--- src/rtl/pla_pkg.sv ---
`timescale 1ns / 1ps
`default_nettype none
// ----------------------------------------------------------------------------
// pla_pkg
// Shared sizes, types and op codes of the pooled list allocator.
// ----------------------------------------------------------------------------
package pla_pkg;

  // pool geometry
  localparam int POOL_DEPTH = 16;
  localparam int KEY_WIDTH  = 32;
  localparam int AddrW      = $clog2(POOL_DEPTH);
  localparam int IdxW       = $clog2(POOL_DEPTH + 1);
  localparam int CntW       = $clog2(POOL_DEPTH + 1);

  typedef logic [AddrW-1:0]     addr_t;
  typedef logic [IdxW-1:0]      idx_t;
  typedef logic [CntW-1:0]      cnt_t;
  typedef logic [KEY_WIDTH-1:0] key_t;

  // null link value
  localparam idx_t NIL_IDX = idx_t'(POOL_DEPTH);

  // op codes
  localparam logic [1:0] OP_INSERT = 2'd0;
  localparam logic [1:0] OP_DELETE = 2'd1;
  localparam logic [1:0] OP_START  = 2'd2;
  localparam logic [1:0] OP_NEXT   = 2'd3;

  // write command into the entry store
  typedef struct packed {
    logic  we;
    logic  we_key;
    addr_t addr;
    key_t  key;
    idx_t  link;
  } store_wr_t;

  // an index names a real entry
  function automatic logic idx_ok(idx_t i);
    return i < NIL_IDX;
  endfunction

endpackage : pla_pkg
`default_nettype wire

--- src/rtl/pla_store.sv ---
`timescale 1ns / 1ps
`default_nettype none
// ----------------------------------------------------------------------------
// pla_store
// Entry store: key per entry and successor link per entry, one read port
// and one write port.
// ----------------------------------------------------------------------------
module pla_store (
  input  wire logic               clk,
  input  wire logic               rst_n,
  input  wire pla_pkg::store_wr_t wr,
  input  wire pla_pkg::idx_t      rd_idx,
  output pla_pkg::key_t           rd_key,
  output pla_pkg::idx_t           rd_link
);
  import pla_pkg::*;

  key_t keys_r  [POOL_DEPTH];
  idx_t links_r [POOL_DEPTH];

  // key storage, undefined until written
  always_ff @(posedge clk) begin
    if (wr.we && wr.we_key) begin
      keys_r[wr.addr] <= wr.key;
    end
  end

  // link storage, reset chains all entries into the free list
  always_ff @(posedge clk) begin
    if (!rst_n) begin
      for (int i = 0; i < POOL_DEPTH; i++) begin
        links_r[i] <= (i == 0) ? NIL_IDX : idx_t'(i - 1);
      end
    end else if (wr.we) begin
      links_r[wr.addr] <= wr.link;
    end
  end

  // read port, null index reads as empty
  always_comb begin
    if (idx_ok(rd_idx)) begin
      rd_key  = keys_r[rd_idx[AddrW-1:0]];
      rd_link = links_r[rd_idx[AddrW-1:0]];
    end else begin
      rd_key  = '0;
      rd_link = NIL_IDX;
    end
  end

endmodule : pla_store
`default_nettype wire

--- src/rtl/pooled_list_allocator.sv ---
`timescale 1ns / 1ps
`default_nettype none
// ----------------------------------------------------------------------------
// pooled_list_allocator
// Fixed pool of entries kept as a free list and a used list, newest first.
// Insert, delete by key, and cursor iteration with start and next.
// ----------------------------------------------------------------------------
//  channel | direction | signals
//  in      | input     | in_valid, in_ready, in_op, in_key
//  out     | output    | out_valid, out_ready, out_ok, out_key_out, out_used_count
//
// Insert and next pass through S_INS or S_NEXT, then S_RESP to the result
// register; start goes straight to S_RESP. Delete walks the used list one
// entry a cycle through the shared key compare and store read port, then
// S_UNLINK and S_FREE on a match; an absent key ends it at the list end.
// Synchronous active-low reset; the link chain is set in the reset cycle.
// A new item is taken while a result still waits in the output register;
// the sequencer holds before its result stage until that register frees.
// ----------------------------------------------------------------------------
module pooled_list_allocator (
  input  wire logic           clk,
  input  wire logic           rst_n,
  input  wire logic           in_valid,
  output logic                in_ready,
  input  wire logic [1:0]     in_op,
  input  wire pla_pkg::key_t  in_key,
  output logic                out_valid,
  input  wire logic           out_ready,
  output logic                out_ok,
  output pla_pkg::key_t       out_key_out,
  output pla_pkg::cnt_t       out_used_count
);
  import pla_pkg::*;

  localparam logic [2:0] S_IDLE   = 3'd0;
  localparam logic [2:0] S_INS    = 3'd1;
  localparam logic [2:0] S_WALK   = 3'd2;
  localparam logic [2:0] S_UNLINK = 3'd3;
  localparam logic [2:0] S_FREE   = 3'd4;
  localparam logic [2:0] S_NEXT   = 3'd5;
  localparam logic [2:0] S_RESP   = 3'd6;

  logic [2:0] state_r, state_nxt;
  key_t       key_r, key_nxt;
  idx_t       used_head_r, used_head_nxt;
  idx_t       free_head_r, free_head_nxt;
  idx_t       cursor_r, cursor_nxt;
  cnt_t       count_r, count_nxt;
  idx_t       cur_r, cur_nxt;
  idx_t       prev_r, prev_nxt;
  idx_t       succ_r, succ_nxt;
  cnt_t       steps_r, steps_nxt;
  logic       res_ok_r, res_ok_nxt;
  key_t       res_key_r, res_key_nxt;
  logic       out_valid_r, out_valid_nxt;
  logic       out_ok_r;
  key_t       out_key_r;
  cnt_t       out_cnt_r;

  store_wr_t  wr;
  idx_t       rd_idx;
  key_t       rd_key;
  idx_t       rd_link;
  logic       key_match;
  logic       out_free;

  pla_store u_store (
    .clk     (clk),
    .rst_n   (rst_n),
    .wr      (wr),
    .rd_idx  (rd_idx),
    .rd_key  (rd_key),
    .rd_link (rd_link)
  );

  assign in_ready       = (state_r == S_IDLE) && rst_n;
  assign out_valid      = out_valid_r;
  assign out_ok         = out_ok_r;
  assign out_key_out    = out_key_r;
  assign out_used_count = out_cnt_r;
  assign out_free       = !out_valid_r || out_ready;

  // shared key compare used by the delete walk
  assign key_match = (rd_key == key_r);

  // read port address select
  always_comb begin
    unique case (state_r)
      S_INS:   rd_idx = free_head_r;
      S_NEXT:  rd_idx = cursor_r;
      default: rd_idx = cur_r;
    endcase
  end

  // sequencer
  always_comb begin
    state_nxt     = state_r;
    key_nxt       = key_r;
    used_head_nxt = used_head_r;
    free_head_nxt = free_head_r;
    cursor_nxt    = cursor_r;
    count_nxt     = count_r;
    cur_nxt       = cur_r;
    prev_nxt      = prev_r;
    succ_nxt      = succ_r;
    steps_nxt     = steps_r;
    res_ok_nxt    = res_ok_r;
    res_key_nxt   = res_key_r;
    out_valid_nxt = out_valid_r && !out_ready;
    wr            = '0;
    unique case (state_r)
      S_IDLE: begin
        if (in_valid) begin
          key_nxt     = in_key;
          res_ok_nxt  = 1'b0;
          res_key_nxt = '0;
          cur_nxt     = used_head_r;
          prev_nxt    = NIL_IDX;
          steps_nxt   = '0;
          case (in_op)
            OP_INSERT: state_nxt = S_INS;
            OP_DELETE: state_nxt = S_WALK;
            OP_START: begin
              cursor_nxt = used_head_r;
              state_nxt  = S_RESP;
            end
            default:   state_nxt = S_NEXT;
          endcase
        end
      end
      S_INS: begin
        // pop free head, push onto used list
        if (idx_ok(free_head_r)) begin
          wr.we         = 1'b1;
          wr.we_key     = 1'b1;
          wr.addr       = free_head_r[AddrW-1:0];
          wr.key        = key_r;
          wr.link       = used_head_r;
          free_head_nxt = rd_link;
          used_head_nxt = free_head_r;
          count_nxt     = count_r + cnt_t'(1);
          res_ok_nxt    = 1'b1;
        end
        state_nxt = S_RESP;
      end
      S_NEXT: begin
        if (idx_ok(cursor_r)) begin
          res_key_nxt = rd_key;
          cursor_nxt  = rd_link;
          res_ok_nxt  = 1'b1;
        end else begin
          cursor_nxt = NIL_IDX;
        end
        state_nxt = S_RESP;
      end
      S_WALK: begin
        // one entry per cycle
        if (!idx_ok(cur_r) || steps_r == cnt_t'(POOL_DEPTH)) begin
          state_nxt = S_RESP;
        end else if (key_match) begin
          succ_nxt  = rd_link;
          state_nxt = S_UNLINK;
        end else begin
          prev_nxt  = cur_r;
          cur_nxt   = rd_link;
          steps_nxt = steps_r + cnt_t'(1);
        end
      end
      S_UNLINK: begin
        // bypass the matched entry
        if (idx_ok(prev_r)) begin
          wr.we   = 1'b1;
          wr.addr = prev_r[AddrW-1:0];
          wr.link = succ_r;
        end else begin
          used_head_nxt = succ_r;
        end
        if (cursor_r == cur_r) begin
          cursor_nxt = succ_r;
        end
        state_nxt = S_FREE;
      end
      S_FREE: begin
        // push matched entry onto free list
        wr.we         = 1'b1;
        wr.addr       = cur_r[AddrW-1:0];
        wr.link       = free_head_r;
        free_head_nxt = cur_r;
        if (count_r != '0) begin
          count_nxt = count_r - cnt_t'(1);
        end
        res_ok_nxt = 1'b1;
        state_nxt  = S_RESP;
      end
      S_RESP: begin
        if (out_free) begin
          out_valid_nxt = 1'b1;
          state_nxt     = S_IDLE;
        end
      end
      default: state_nxt = S_IDLE;
    endcase
  end

  // control registers
  always_ff @(posedge clk) begin
    if (!rst_n) begin
      state_r     <= S_IDLE;
      used_head_r <= NIL_IDX;
      free_head_r <= idx_t'(POOL_DEPTH - 1);
      cursor_r    <= NIL_IDX;
      count_r     <= '0;
      out_valid_r <= 1'b0;
    end else begin
      state_r     <= state_nxt;
      used_head_r <= used_head_nxt;
      free_head_r <= free_head_nxt;
      cursor_r    <= cursor_nxt;
      count_r     <= count_nxt;
      out_valid_r <= out_valid_nxt;
    end
  end

  // working and payload registers
  always_ff @(posedge clk) begin
    key_r     <= key_nxt;
    cur_r     <= cur_nxt;
    prev_r    <= prev_nxt;
    succ_r    <= succ_nxt;
    steps_r   <= steps_nxt;
    res_ok_r  <= res_ok_nxt;
    res_key_r <= res_key_nxt;
    if (state_r == S_RESP && out_free) begin
      out_ok_r  <= res_ok_r;
      out_key_r <= res_key_r;
      out_cnt_r <= count_r;
    end
  end

  // checks
  a_count_range: assert property (@(posedge clk) disable iff (!rst_n)
    count_r <= cnt_t'(POOL_DEPTH))
    else $error("used count beyond pool depth");

  a_full_pool: assert property (@(posedge clk) disable iff (!rst_n)
    (free_head_r == NIL_IDX) |-> (count_r == cnt_t'(POOL_DEPTH)))
    else $error("free list empty while pool not full");

  a_empty_used: assert property (@(posedge clk) disable iff (!rst_n)
    (state_r == S_IDLE && used_head_r == NIL_IDX) |-> (count_r == '0))
    else $error("used list empty with nonzero count");

  a_busy_after_transfer: assert property (@(posedge clk) disable iff (!rst_n)
    (in_valid && in_ready) |=> (state_r != S_IDLE))
    else $error("sequencer idle right after input transfer");

  a_walk_bound: assert property (@(posedge clk) disable iff (!rst_n)
    (state_r == S_WALK) |-> (steps_r <= cnt_t'(POOL_DEPTH)))
    else $error("delete walk ran past pool depth");

endmodule : pooled_list_allocator
`default_nettype wire
--- config.mk ---
export PLATFORM = sky130hd
export DESIGN_NAME = pooled_list_allocator
export DESIGN_NICKNAME = d
export VERILOG_FILES = /design/src/rtl/pla_pkg.sv /design/src/rtl/pla_store.sv /design/src/rtl/pooled_list_allocator.sv
export SDC_FILE = /design/constraint.sdc
export NUM_CORES = 1
export LEC_CHECK = 0
export BUFFER_PORTS_ARGS = -buffer_cell sky130_fd_sc_hd__buf_2
export CAP_MARGIN = 25
export CORE_MARGIN = 2
export CORE_UTILIZATION = 35
export CTS_BUF_LIST = sky130_fd_sc_hd__clkbuf_8
export DETAILED_ROUTE_END_ITERATION = 12
export PLACE_DENSITY = 0.5
export SETUP_SLACK_MARGIN = 0.1
export SYNTH_ARGS = -nofsm -noshare
export SYNTH_HDL_FRONTEND = slang
export SYNTH_SLANG_ARGS = --single-unit
--- constraint.sdc ---
create_clock -name clk -period 4.58 [get_ports clk]
set_input_delay 0 -clock clk [delete_from_list [all_inputs] [get_ports clk]]
set_output_delay 0 -clock clk [all_outputs]
set_load 0.005 [all_outputs]
== Word-level counts from Yosys, hierarchy flattened ==
Memory sizes are Yosys's and may differ from the RTL's.
Cells that the tools add are included.

* Register bits after elaboration: 147
* Memory bits (writable): 592
* Bits of input ports: 38
* Output and inout bits: 40
* Logic and storage cells: 140
* Memories kept: 2

{| class="wikitable"
|+ Memory list
! memory !! depth !! bits a word !! rd ports !! clocked after Yosys merged registers in !! write ports !! RTL line !! RTL
|-
| u_store.keys_r || 16 || 32 || 1 || 0 || 1 || pla_store.sv:18 || <nowiki>key_t keys_r [POOL_DEPTH];</nowiki>
|-
| u_store.links_r || 16 || 5 || 1 || 0 || 16 || pla_store.sv:19 || <nowiki>idx_t links_r [POOL_DEPTH];</nowiki>
|}

* Add/sub/neg operators: 3
* Magnitude comparators: 5
* Equal/unequal tests: 22
* Mux-type cells: 61
* Bitwise logic cells: 1
* Reduce and logical (&&, ||, !) cells: 30

{| class="wikitable"
|+ Operators with widths
! cell !! count
|-
| $mux W32 || 4
|-
| $mux W5 || 21
|-
| $pmux W5 S2 || 7
|-
| $pmux W32 S2 || 1
|-
| $mux W43 || 1
|-
| $eq A32 B32 Y1 || 1
|-
| $pmux W5 S3 || 2
|-
| $lt A5 B5 Y1 const B || 5
|-
| $ne A2 B2 Y1 const B || 9
|-
| $pmux W3 S5 || 1
|-
| $reduce_and A3 Y1 || 5
|-
| $mux W1 || 14
|-
| $mux W3 || 4
|-
| $pmux W4 S3 || 1
|-
| $reduce_and A4 Y1 || 3
|-
| $add A5 B1 Y5 const B || 2
|-
| $eq A3 B3 Y1 const B || 3
|-
| $pmux W3 S3 || 1
|-
| $mux W4 || 2
|-
| $reduce_bool A2 Y1 || 4
|-
| $eq A3 B2 Y1 const B || 2
|-
| $eq A5 B5 Y1 || 1
|-
| $eq A5 B5 Y1 const B || 1
|-
| $reduce_bool A5 Y1 || 1
|-
| 19 further kinds || 26
|}

== Longest topological paths before layout ==
Gate-level depths: netlist of the first run.

* Word-level depth: 8
* Mapped depth: 17
* Gate-level depth less buffers: 11

== By module ==
From an unflattened synthesis of the first run, not the netlist that was laid out.

* Cell total of the unflattened synthesis: 1561
* Area, all modules: 29483.3 um^2

{| class="wikitable"
|+ Modules (own cells, without submodules)
! module !! instances !! cells each !! area an instance (um^2) !! sequential area each (um^2)
|-
| pla_store || 1 || 1066 || 22993.3 || 17777.0
|-
| pooled_list_allocator || 1 || 495 || 6490.0 || 4174.0
|}

== Worst setup path after synthesis of the first run ==
No wires, ideal clock.

* Path type: register to register
* Start: register state_r[2]
* End: register out_key_r[0] (netlist: out_key_out[0]), enable pin
* Library setup time: 0.481 ns
* Data arrival time: 3.444 ns
* Data required time: 4.099 ns
* Slack: 0.655 ns
* Cell stages (with the launch flop): 5
* Buffers on the path: 2
* Clock period less this slack: 3.925 ns
* Cells stage by stage: dfxtp_1 > buf_6 > clkbuf_1 > nand2_1 > nor3_1

* Longest elaborated chain between the ends: 2

{| class="wikitable"
|+ RTL lines
! element !! RTL line !! RTL
|-
| start: declaration || pooled_list_allocator.sv:43 || <nowiki>logic [2:0] state_r, state_nxt;</nowiki>
|-
| start signal: assignment || pooled_list_allocator.sv:215 || <nowiki>state_r <= state_nxt;</nowiki>
|-
| $eq A3 B3 Y1 || pooled_list_allocator.sv:233 || <nowiki>if (state_r == S_RESP && out_free) begin</nowiki>
|-
| $logic_and A1 B1 Y1 || pooled_list_allocator.sv:233 ||
|-
| end signal: assignment || pooled_list_allocator.sv:235 || <nowiki>out_key_r <= res_key_r;</nowiki>
|-
| end: declaration || pooled_list_allocator.sv:57 || <nowiki>key_t out_key_r;</nowiki>
|}

Every way passes these cells.
A chain may end at the register's enable or synchronous reset.

== Worst setup path in the final report of the first run ==
* Start: register state_r[2]
* End: register prev_r[3], enable pin

* Longest elaborated chain between the ends: 7
* Elaborated cells on any way between the ends: 14
* Classes of those cells: order compare: 1; eq/ne: 7; mux: 2; reduce/logical: 3; memory: 1

{| class="wikitable"
|+ RTL lines
! element !! RTL line !! RTL
|-
| $eq A3 B3 Y1 or $eq A3 B1 Y1 (tied branches) || pooled_list_allocator.sv:88 || <nowiki>unique case (state_r)</nowiki>
|-
| $pmux W5 S2 || pooled_list_allocator.sv:88 ||
|-
| $mem_v2 Z16 W32 or $lt A5 B5 Y1 (tied branches) || n/a ||
|-
| $mux W32 || pla_store.sv:41 || <nowiki>if (idx_ok(rd_idx)) begin</nowiki>
|-
| $eq A32 B32 Y1 || pooled_list_allocator.sv:84 || <nowiki>assign key_match = (rd_key == key_r);</nowiki>
|-
| $ne A2 B2 Y1 (no source line) || n/a ||
|-
| $reduce_and A4 Y1 (no source line) (*) || n/a ||
|-
| end signal: assignment || pooled_list_allocator.sv:228 || <nowiki>prev_r <= prev_nxt;</nowiki>
|-
| end: declaration || pooled_list_allocator.sv:50 || <nowiki>idx_t prev_r, prev_nxt;</nowiki>
|}

Mark *: on every way between the ends. The rest lies on a longest branch, timed or not.

==> results of run 1 <==
-- registers in the layout, summed over array words and instances (netlist names), 32 cells and up --
register         flops
u_store.links_r     80
out_key_out         32
key_r               32
u_store.keys_r     512
res_key_r           32
-- cell type report --
type	instances	area [µm²]
tap	1155	1450
fill	8025	50100
sequential	739	22000
clock inverter	101	646
timing repair buffer	291	2390
inverter	28	105
antenna	1	2.50
multi-input combinational	1243	8440
clock buffer	138	1900
-- cells in the mapped netlist, types with 15 or more instances --
cell type / n
clkbuf_1: 48
a21oi_1: 109
buf_2: 44
o221ai_1: 23
o21ai_0: 33
dfxtp_1: 24
a22oi_1: 21
nor4_1: 15
and2_1: 49
mux4_2: 42
mux2i_1: 120
inv_1: 28
nor3_1: 27
nor2_1: 157
nand2_1: 294
o22ai_1: 21
nand2b_1: 17
mux2_2: 16
edfxtp_1: 715
a211oi_1: 18
nand3_1: 60
-- how the worst min path moves through the flow --
stage | from | to | slack, ns | cells after the start
after floorplan | in_key[0] | key_r[0] | 0.1 | 0
after CTS | in_key[5] | key_r[5] | 0.001 | 2
after detailed placement | in_key[27] | key_r[27] | 0.18 | 1
after global routing | in_key[5] | key_r[5] | 0.04 | 2
after global placement | in_key[29] | key_r[29] | 0.18 | 1
final | in_key[5] | key_r[5] | 0.1 | 2
-- routing by layer --
| metal | track usage, % | vias to the layer above |
|---|---|---|
| met5 | 0 | - |
| met4 | 6.62 | 0 |
| met3 | 3.69 | 152 |
| met2 | 33.1 | 788 |
| met1 | 28.7 | 10200 |
| li1 | - | 8819 |
-- cells by family after synthesis --
group	Yosys count	synth area share, %
DFF	739	71.1
and+or+nand+nor	697	10.5
AOI/OAI and AO/OA	336	7.47
muxes	182	7.78
buffers and inverters	148	2.29
xor gates and xnor gates	19	0.539
adders and majority gates	8	0.349
-- critical path: stages (launching register included) --
cell and delay (ns):
dfxtp_1 0.41, mux2_4 0.40, mux2_8 0.43, buf_4 0.27, nand2_1 0.12, a21oi_1 0.08
or3_1 0.33, a221oi_2 0.27, buf_4 0.17, or3b_2 0.44, o311ai_0 0.18, nor4b_4 0.50
nand2_1 0.10, o21a_1 0.22, buf_4 0.17
-- power groups by stage --
| stage | clock network [W] | registers (W) | logic [W] |
|---|---|---|---|
| after floorplan | 0 | 0.00794 | 0.00255 |
| after global placement | 0 | 0.00802 | 0.00410 |
| after detailed placement | 0 | 0.00802 | 0.00416 |
| after CTS | 0.00612 | 0.00789 | 0.00422 |
| after global routing | 0.00641 | 0.00791 | 0.00457 |
| final | 0.00596 | 0.00789 | 0.00428 |
-- per-stage QoR --
step / power, W / hold slack (ns) / worst slack (ns) / area, µm² / util [%]
2_1_floorplan: 0.0105 / 0.0989 / 0.655 / 30900 / -
3_3_place_gp: 0.0121 / 0.178 / 0.0877 / 33500 / 38.4
3_5_place_dp: 0.0122 / 0.178 / 0.126 / 33500 / 38.5
4_1_cts: 0.0182 / 0.00120 / 0.137 / 36800 / 42.3
5_1_grt: 0.0189 / 0.0433 / 0.126 / 36900 / 42.4
6_report: 0.0181 / 0.0981 / 0.211 / 36900 / 42.4
-- timing repair --
action | in CTS | in global routing
hold endpoints to repair | 127 | 0
setup endpoints to repair | 0 | 20
setup buffers | 0 | 7
hold buffers | 71 | 0
resized for setup | 0 | 3
==> results.txt, run 1 <==
Outcome: complete, no violations
Max_cap viols: 0
Max clock buf depth: 3
Worst setup path end: prev_r[3]
Die width: 301 µm
Clock transition at the registers of the reported paths: 0.06 ns
CTS sink count: 739
Worst R2R End: prev_r[3]
Power Density: 492 nW/µm²
Routed len/inst: 25.5 µm
Final HPWL DP: 58600 µm
Layout Skew: 0.0455 ns
Main synth FF type: edfxtp_1
GRT overflow: 0
Cells on worst reg2reg path: 14
Gr usage total: 20.7%
DR DRC count: 0
Worst-path fanout max: 21
Total CTS buffers: 133
Post-synth EDFFs: 715
Most frequent cells in the layout: edfxtp_1 (715), nand2_1 (293), nor2_1 (141), clkbuf_8 (138), buf_4 (124)
Syn Inst Count: 2129
Met1 WL: 41400 µm
Peak supply drop: 0.271 mV
Layout cells sized above 1: 19.6%
Setup crit start kind: flip-flop
Nets: 2482
Arrival time at the worst endpoint: 4.92 ns
Slew headroom: 27.1%
Switching part of the total: 31.5%
Fmax: 229 MHz
Launch point of the worst path: state_r[2]
Post-route setup TNS: 0 ns
Io pins: 78
1st-pass router iterations: 8
Placed cells: 3376
Pins over their slew limit: 0
Syn nets: 2175
Hold crit path type: in -> reg
Combinational Power Share: 23.6%
Syn. warnings: 0
RSZ-0062 raised after global routing: false
Psw: 0.00572 W
CP endpoint kind: flip-flop
First-pass GRT wire length: 135000 µm
Pint: 0.0124 W
Worst-Skew Late Latency: 0.80 ns
Final setup vio count: 0
FP Rows: 108
Static Leak: 12.5 nW
Synth top area cells: edfxtp_1 (70%), mux2i_1 (3.9%), nand2_1 (3.6%), mux4_2 (3.1%), nor2_1 (1.9%)
Synth async-reset ratio: 0%
Die area: 90600 µm²
Clock root buffer: clkbuf_8
Htree depth: 4
CP required: 5.13 ns
R2R Path Start: state_r[2]
Starting Density: 35.5%
Core Footprint: 87000 µm²
Path type of the worst setup path: reg -> reg
Non-Filler Instances: 3696
Distinct cell type count after synthesis: 82
Wire length on met2: 44300 µm
CTS tree: built
Port Buffers: 77
Tmin final: 4.37 ns
Initial antenna violation count: 4
Area added between synthesis and finish: 19.5%
Sequential share of power: 43.5%
Mean Syn Cell Area: 14.5 µm²
Most common cell after layout, fill and taps aside: edfxtp_1
R2r setup slk: 0.21 ns
Final hold violation count: 0
Cell taking the most area after synthesis: edfxtp_1
Post-Syn Area: 30900 µm²
Placer congestion estimate: 0.857
DR vias: 20000
Worst-margin pin slew: 1.09 ns
Drt first-iter violations: 2094
FF+latch count, synth: 739
Met3 Wirelength: 6140 µm
WL final: 94100 µm
Highest metal used: met4
Final period utilization: 95.4%
Post-synthesis sequential area ratio: 71.1%
Die H: 301 µm
Largest net degree at the start of global routing: 46
Antenna Nets Post-Route: 0
Via density per instance: 5.40
Yosys top cell area share: 69.6%
Clk network pwr share: 32.9%
Vias in the first global route: 19900
Note: power is estimated with default switching activity, not from simulation.
==> run 2, diff against run 1 <==
--- a/config.mk
+++ b/config.mk
@@ -7,11 +7,13 @@
 export LEC_CHECK = 0
 export BUFFER_PORTS_ARGS = -buffer_cell sky130_fd_sc_hd__buf_2
 export CAP_MARGIN = 25
+export CELL_PAD_IN_SITES_DETAIL_PLACEMENT = 0
+export CELL_PAD_IN_SITES_GLOBAL_PLACEMENT = 1
 export CORE_MARGIN = 2
 export CORE_UTILIZATION = 35
 export CTS_BUF_LIST = sky130_fd_sc_hd__clkbuf_8
 export DETAILED_ROUTE_END_ITERATION = 12
-export PLACE_DENSITY = 0.5
+export PLACE_DENSITY = 0.57
 export SETUP_SLACK_MARGIN = 0.1
 export SYNTH_ARGS = -nofsm -noshare
 export SYNTH_HDL_FRONTEND = slang
==> constraint.sdc (replaced) <==
create_clock -name clk -period 5.6 [get_ports clk]
set_input_delay 0 -clock clk [delete_from_list [all_inputs] [get_ports clk]]
set_output_delay 0 -clock clk [all_outputs]
set_load 0.005 [all_outputs]
==> run 2 against run 1 <==
Non-clock buffer count shrank 51. Worst hold slack better by 0.25 ns. Highest routed layer unchanged. Worst setup slack improved by 0.31 ns. Die area is the same. Fmax down 14%. Clock-buffer cell count decreased by 7. Routed wire length is 0.25% lower. Sequential power down 18%. First-iteration DRC count is 5.3% lower.
==> results.txt, run 2 (synthesis results as in run 1) <==
Htree depth: 4
CTS resizes: 0
1st-pass router iterations: 5
Max clock buf depth: 3
Slew headroom: 28.6%
R2r setup slk: 0.52 ns
Post-route setup TNS: 0 ns
Final period utilization: 90.6%
CP required: 6.33 ns
Nets: 2427
Largest net degree at the start of global routing: 77
DR DRC count: 0
WL final: 93900 µm
Final hold violation count: 0
Static Leak: 12.0 nW
Outcome: complete, no violations
Buffers plus inverters on the worst setup path: 2
Die area: 90600 µm²
Hold crit path type: in -> reg
Routed len/inst: 25.9 µm
Clock root buffer: clkbuf_8
First-pass GRT wire length: 135000 µm
Slowest cell on the critical path: o311ai_0
GRT overflow: 0
Final setup vio count: 0
CP max stage delay: 0.70 ns
Via density per instance: 5.37
Power Density: 394 nW/µm²
Antenna Nets Post-Route: 0
Worst-margin pin slew: 1.07 ns
Die width: 301 µm
Die H: 301 µm
Setup crit start kind: flip-flop
Peak supply drop: 0.251 mV
Largest registers: u_store.keys_r (512), u_store.links_r (80)
Port Buffers: 77
Gr usage total: 20.9%
Final core occ: 41.5%
Total CTS buffers: 130
CTS tree: built
Pins over their slew limit: 0
DR vias: 19500
Max_cap viols: 0
CTS sink count: 739
Final HPWL DP: 57000 µm
Most common cell after layout, fill and taps aside: edfxtp_1
RSZ-0062 raised after global routing: false
Drt first-iter violations: 1983
FP Rows: 108
Hold Startpoint: in_valid
Cell family contributing the most delay on the critical path: compound AO/OA/AOI/OAI gates
Starting Density: 35.5%
Worst-path cell chain: mux2i_1 -> mux2i_4 -> nand2_1 -> buf_4 -> o22ai_1 -> or3_1 -> a221oi_2 -> a21oi_1 -> o311ai_0 -> nor4b_4 -> nand4_2 -> a21oi_2 -> dlygate4sd3_1
Path type of the worst setup path: reg -> reg
CP endpoint kind: flip-flop
Layout Skew: 0.0340 ns
Worst-Skew Late Latency: 0.79 ns
R2R Path Start: state_r[2]
Layout cells sized above 1: 17.2%
Vias in the first global route: 19400
Area added between synthesis and finish: 16.9%
Worst-path fanout max: 14
Most frequent cells in the layout: edfxtp_1 (715), nand2_1 (294), nor2_1 (141), clkbuf_8 (131), mux2i_1 (116)
Max reg flops: 512
Fmax: 197 MHz
Clock transition at the registers of the reported paths: 0.06 ns
Initial antenna violation count: 6
Io pins: 78
Launch point of the worst path: state_r[2]
Placer congestion estimate: 0.840
Tmin final: 5.08 ns
Core Footprint: 87000 µm²
Arrival time at the worst endpoint: 5.80 ns
Biggest register: u_store.keys_r
==> run 2: worst paths after layout <==
kind | cells past startpoint | to
worst max-delay path | 13 | state_r[0]
worst min-delay path | 6 | state_r[1]
worst max register to register | 13 | state_r[0]
worst min register to register | 0 | out_key_out[19]
==> run 2: per-stage QoR <==
step | worst slack [ns] | power (W) | cell area [µm²] | hold slack (ns) | instances
after floorplan | 1.68 | 0.00858 | 30900 | 0.0989 | 2129
after global placement | 0.468 | 0.00975 | 33000 | 0.176 | 3324
after detailed placement | 0.467 | 0.00978 | 33000 | 0.178 | 3325
after CTS | 0.228 | 0.0144 | 36100 | 0.255 | 3625
after global routing | 0.189 | 0.0149 | 36100 | 0.366 | 3629
final | 0.524 | 0.0142 | 36100 | 0.343 | 3629
==> run 2: metal layers <==
| metal | wire [µm] | up-vias | share of wire (%) | track usage [%] |
|---|---|---|---|---|
| li1 | - | 8705 | - | - |
| met1 | 41500 | 9929 | 44 | 28.5 |
| met2 | 44000 | 710 | 47 | 33.3 |
| met3 | 6460 | 134 | 6.9 | 4.80 |
| met4 | 1930 | 0 | 2.1 | 6.01 |
| met5 | 0 | - | 0 | 0 |
==> run 2: timing repair <==
item / in CTS / in global routing
endpoints found under the hold margin: 119 / 0
endpoints found under the setup margin: 0 / 6
hold buffers: 76 / 0
buffers inserted: 0 / 3
==> run 2: tightest hold or removal path, stage by stage <==
cell and delay (ns):
dlygate4sd3_1 0.53, buf_2 0.18, nor3_1 0.06, a31oi_1 0.12, or2_2 0.14, a21oi_1 0.07
==> run 2: report_power, final <==
group	leakage [nW]	internal (W)	switching, W
sequential	6.23	0.00631	0.000145
combinational	4.51	0.00115	0.00213
clock	1.30	0.00227	0.00223
total	12.0	0.00973	0.00450
==> run 2: final cells by class <==
| class | count | area [µm²] |
|---|---|---|
| inverter | 28 | 105 |
| tap | 1155 | 1450 |
| fill | 8051 | 50900 |
| sequential | 739 | 22000 |
| clock inverter | 93 | 475 |
| clock buffer | 131 | 1800 |
| antenna | 1 | 2.50 |
| timing repair buffer | 240 | 1900 |
| multi-input combinational | 1242 | 8410 |
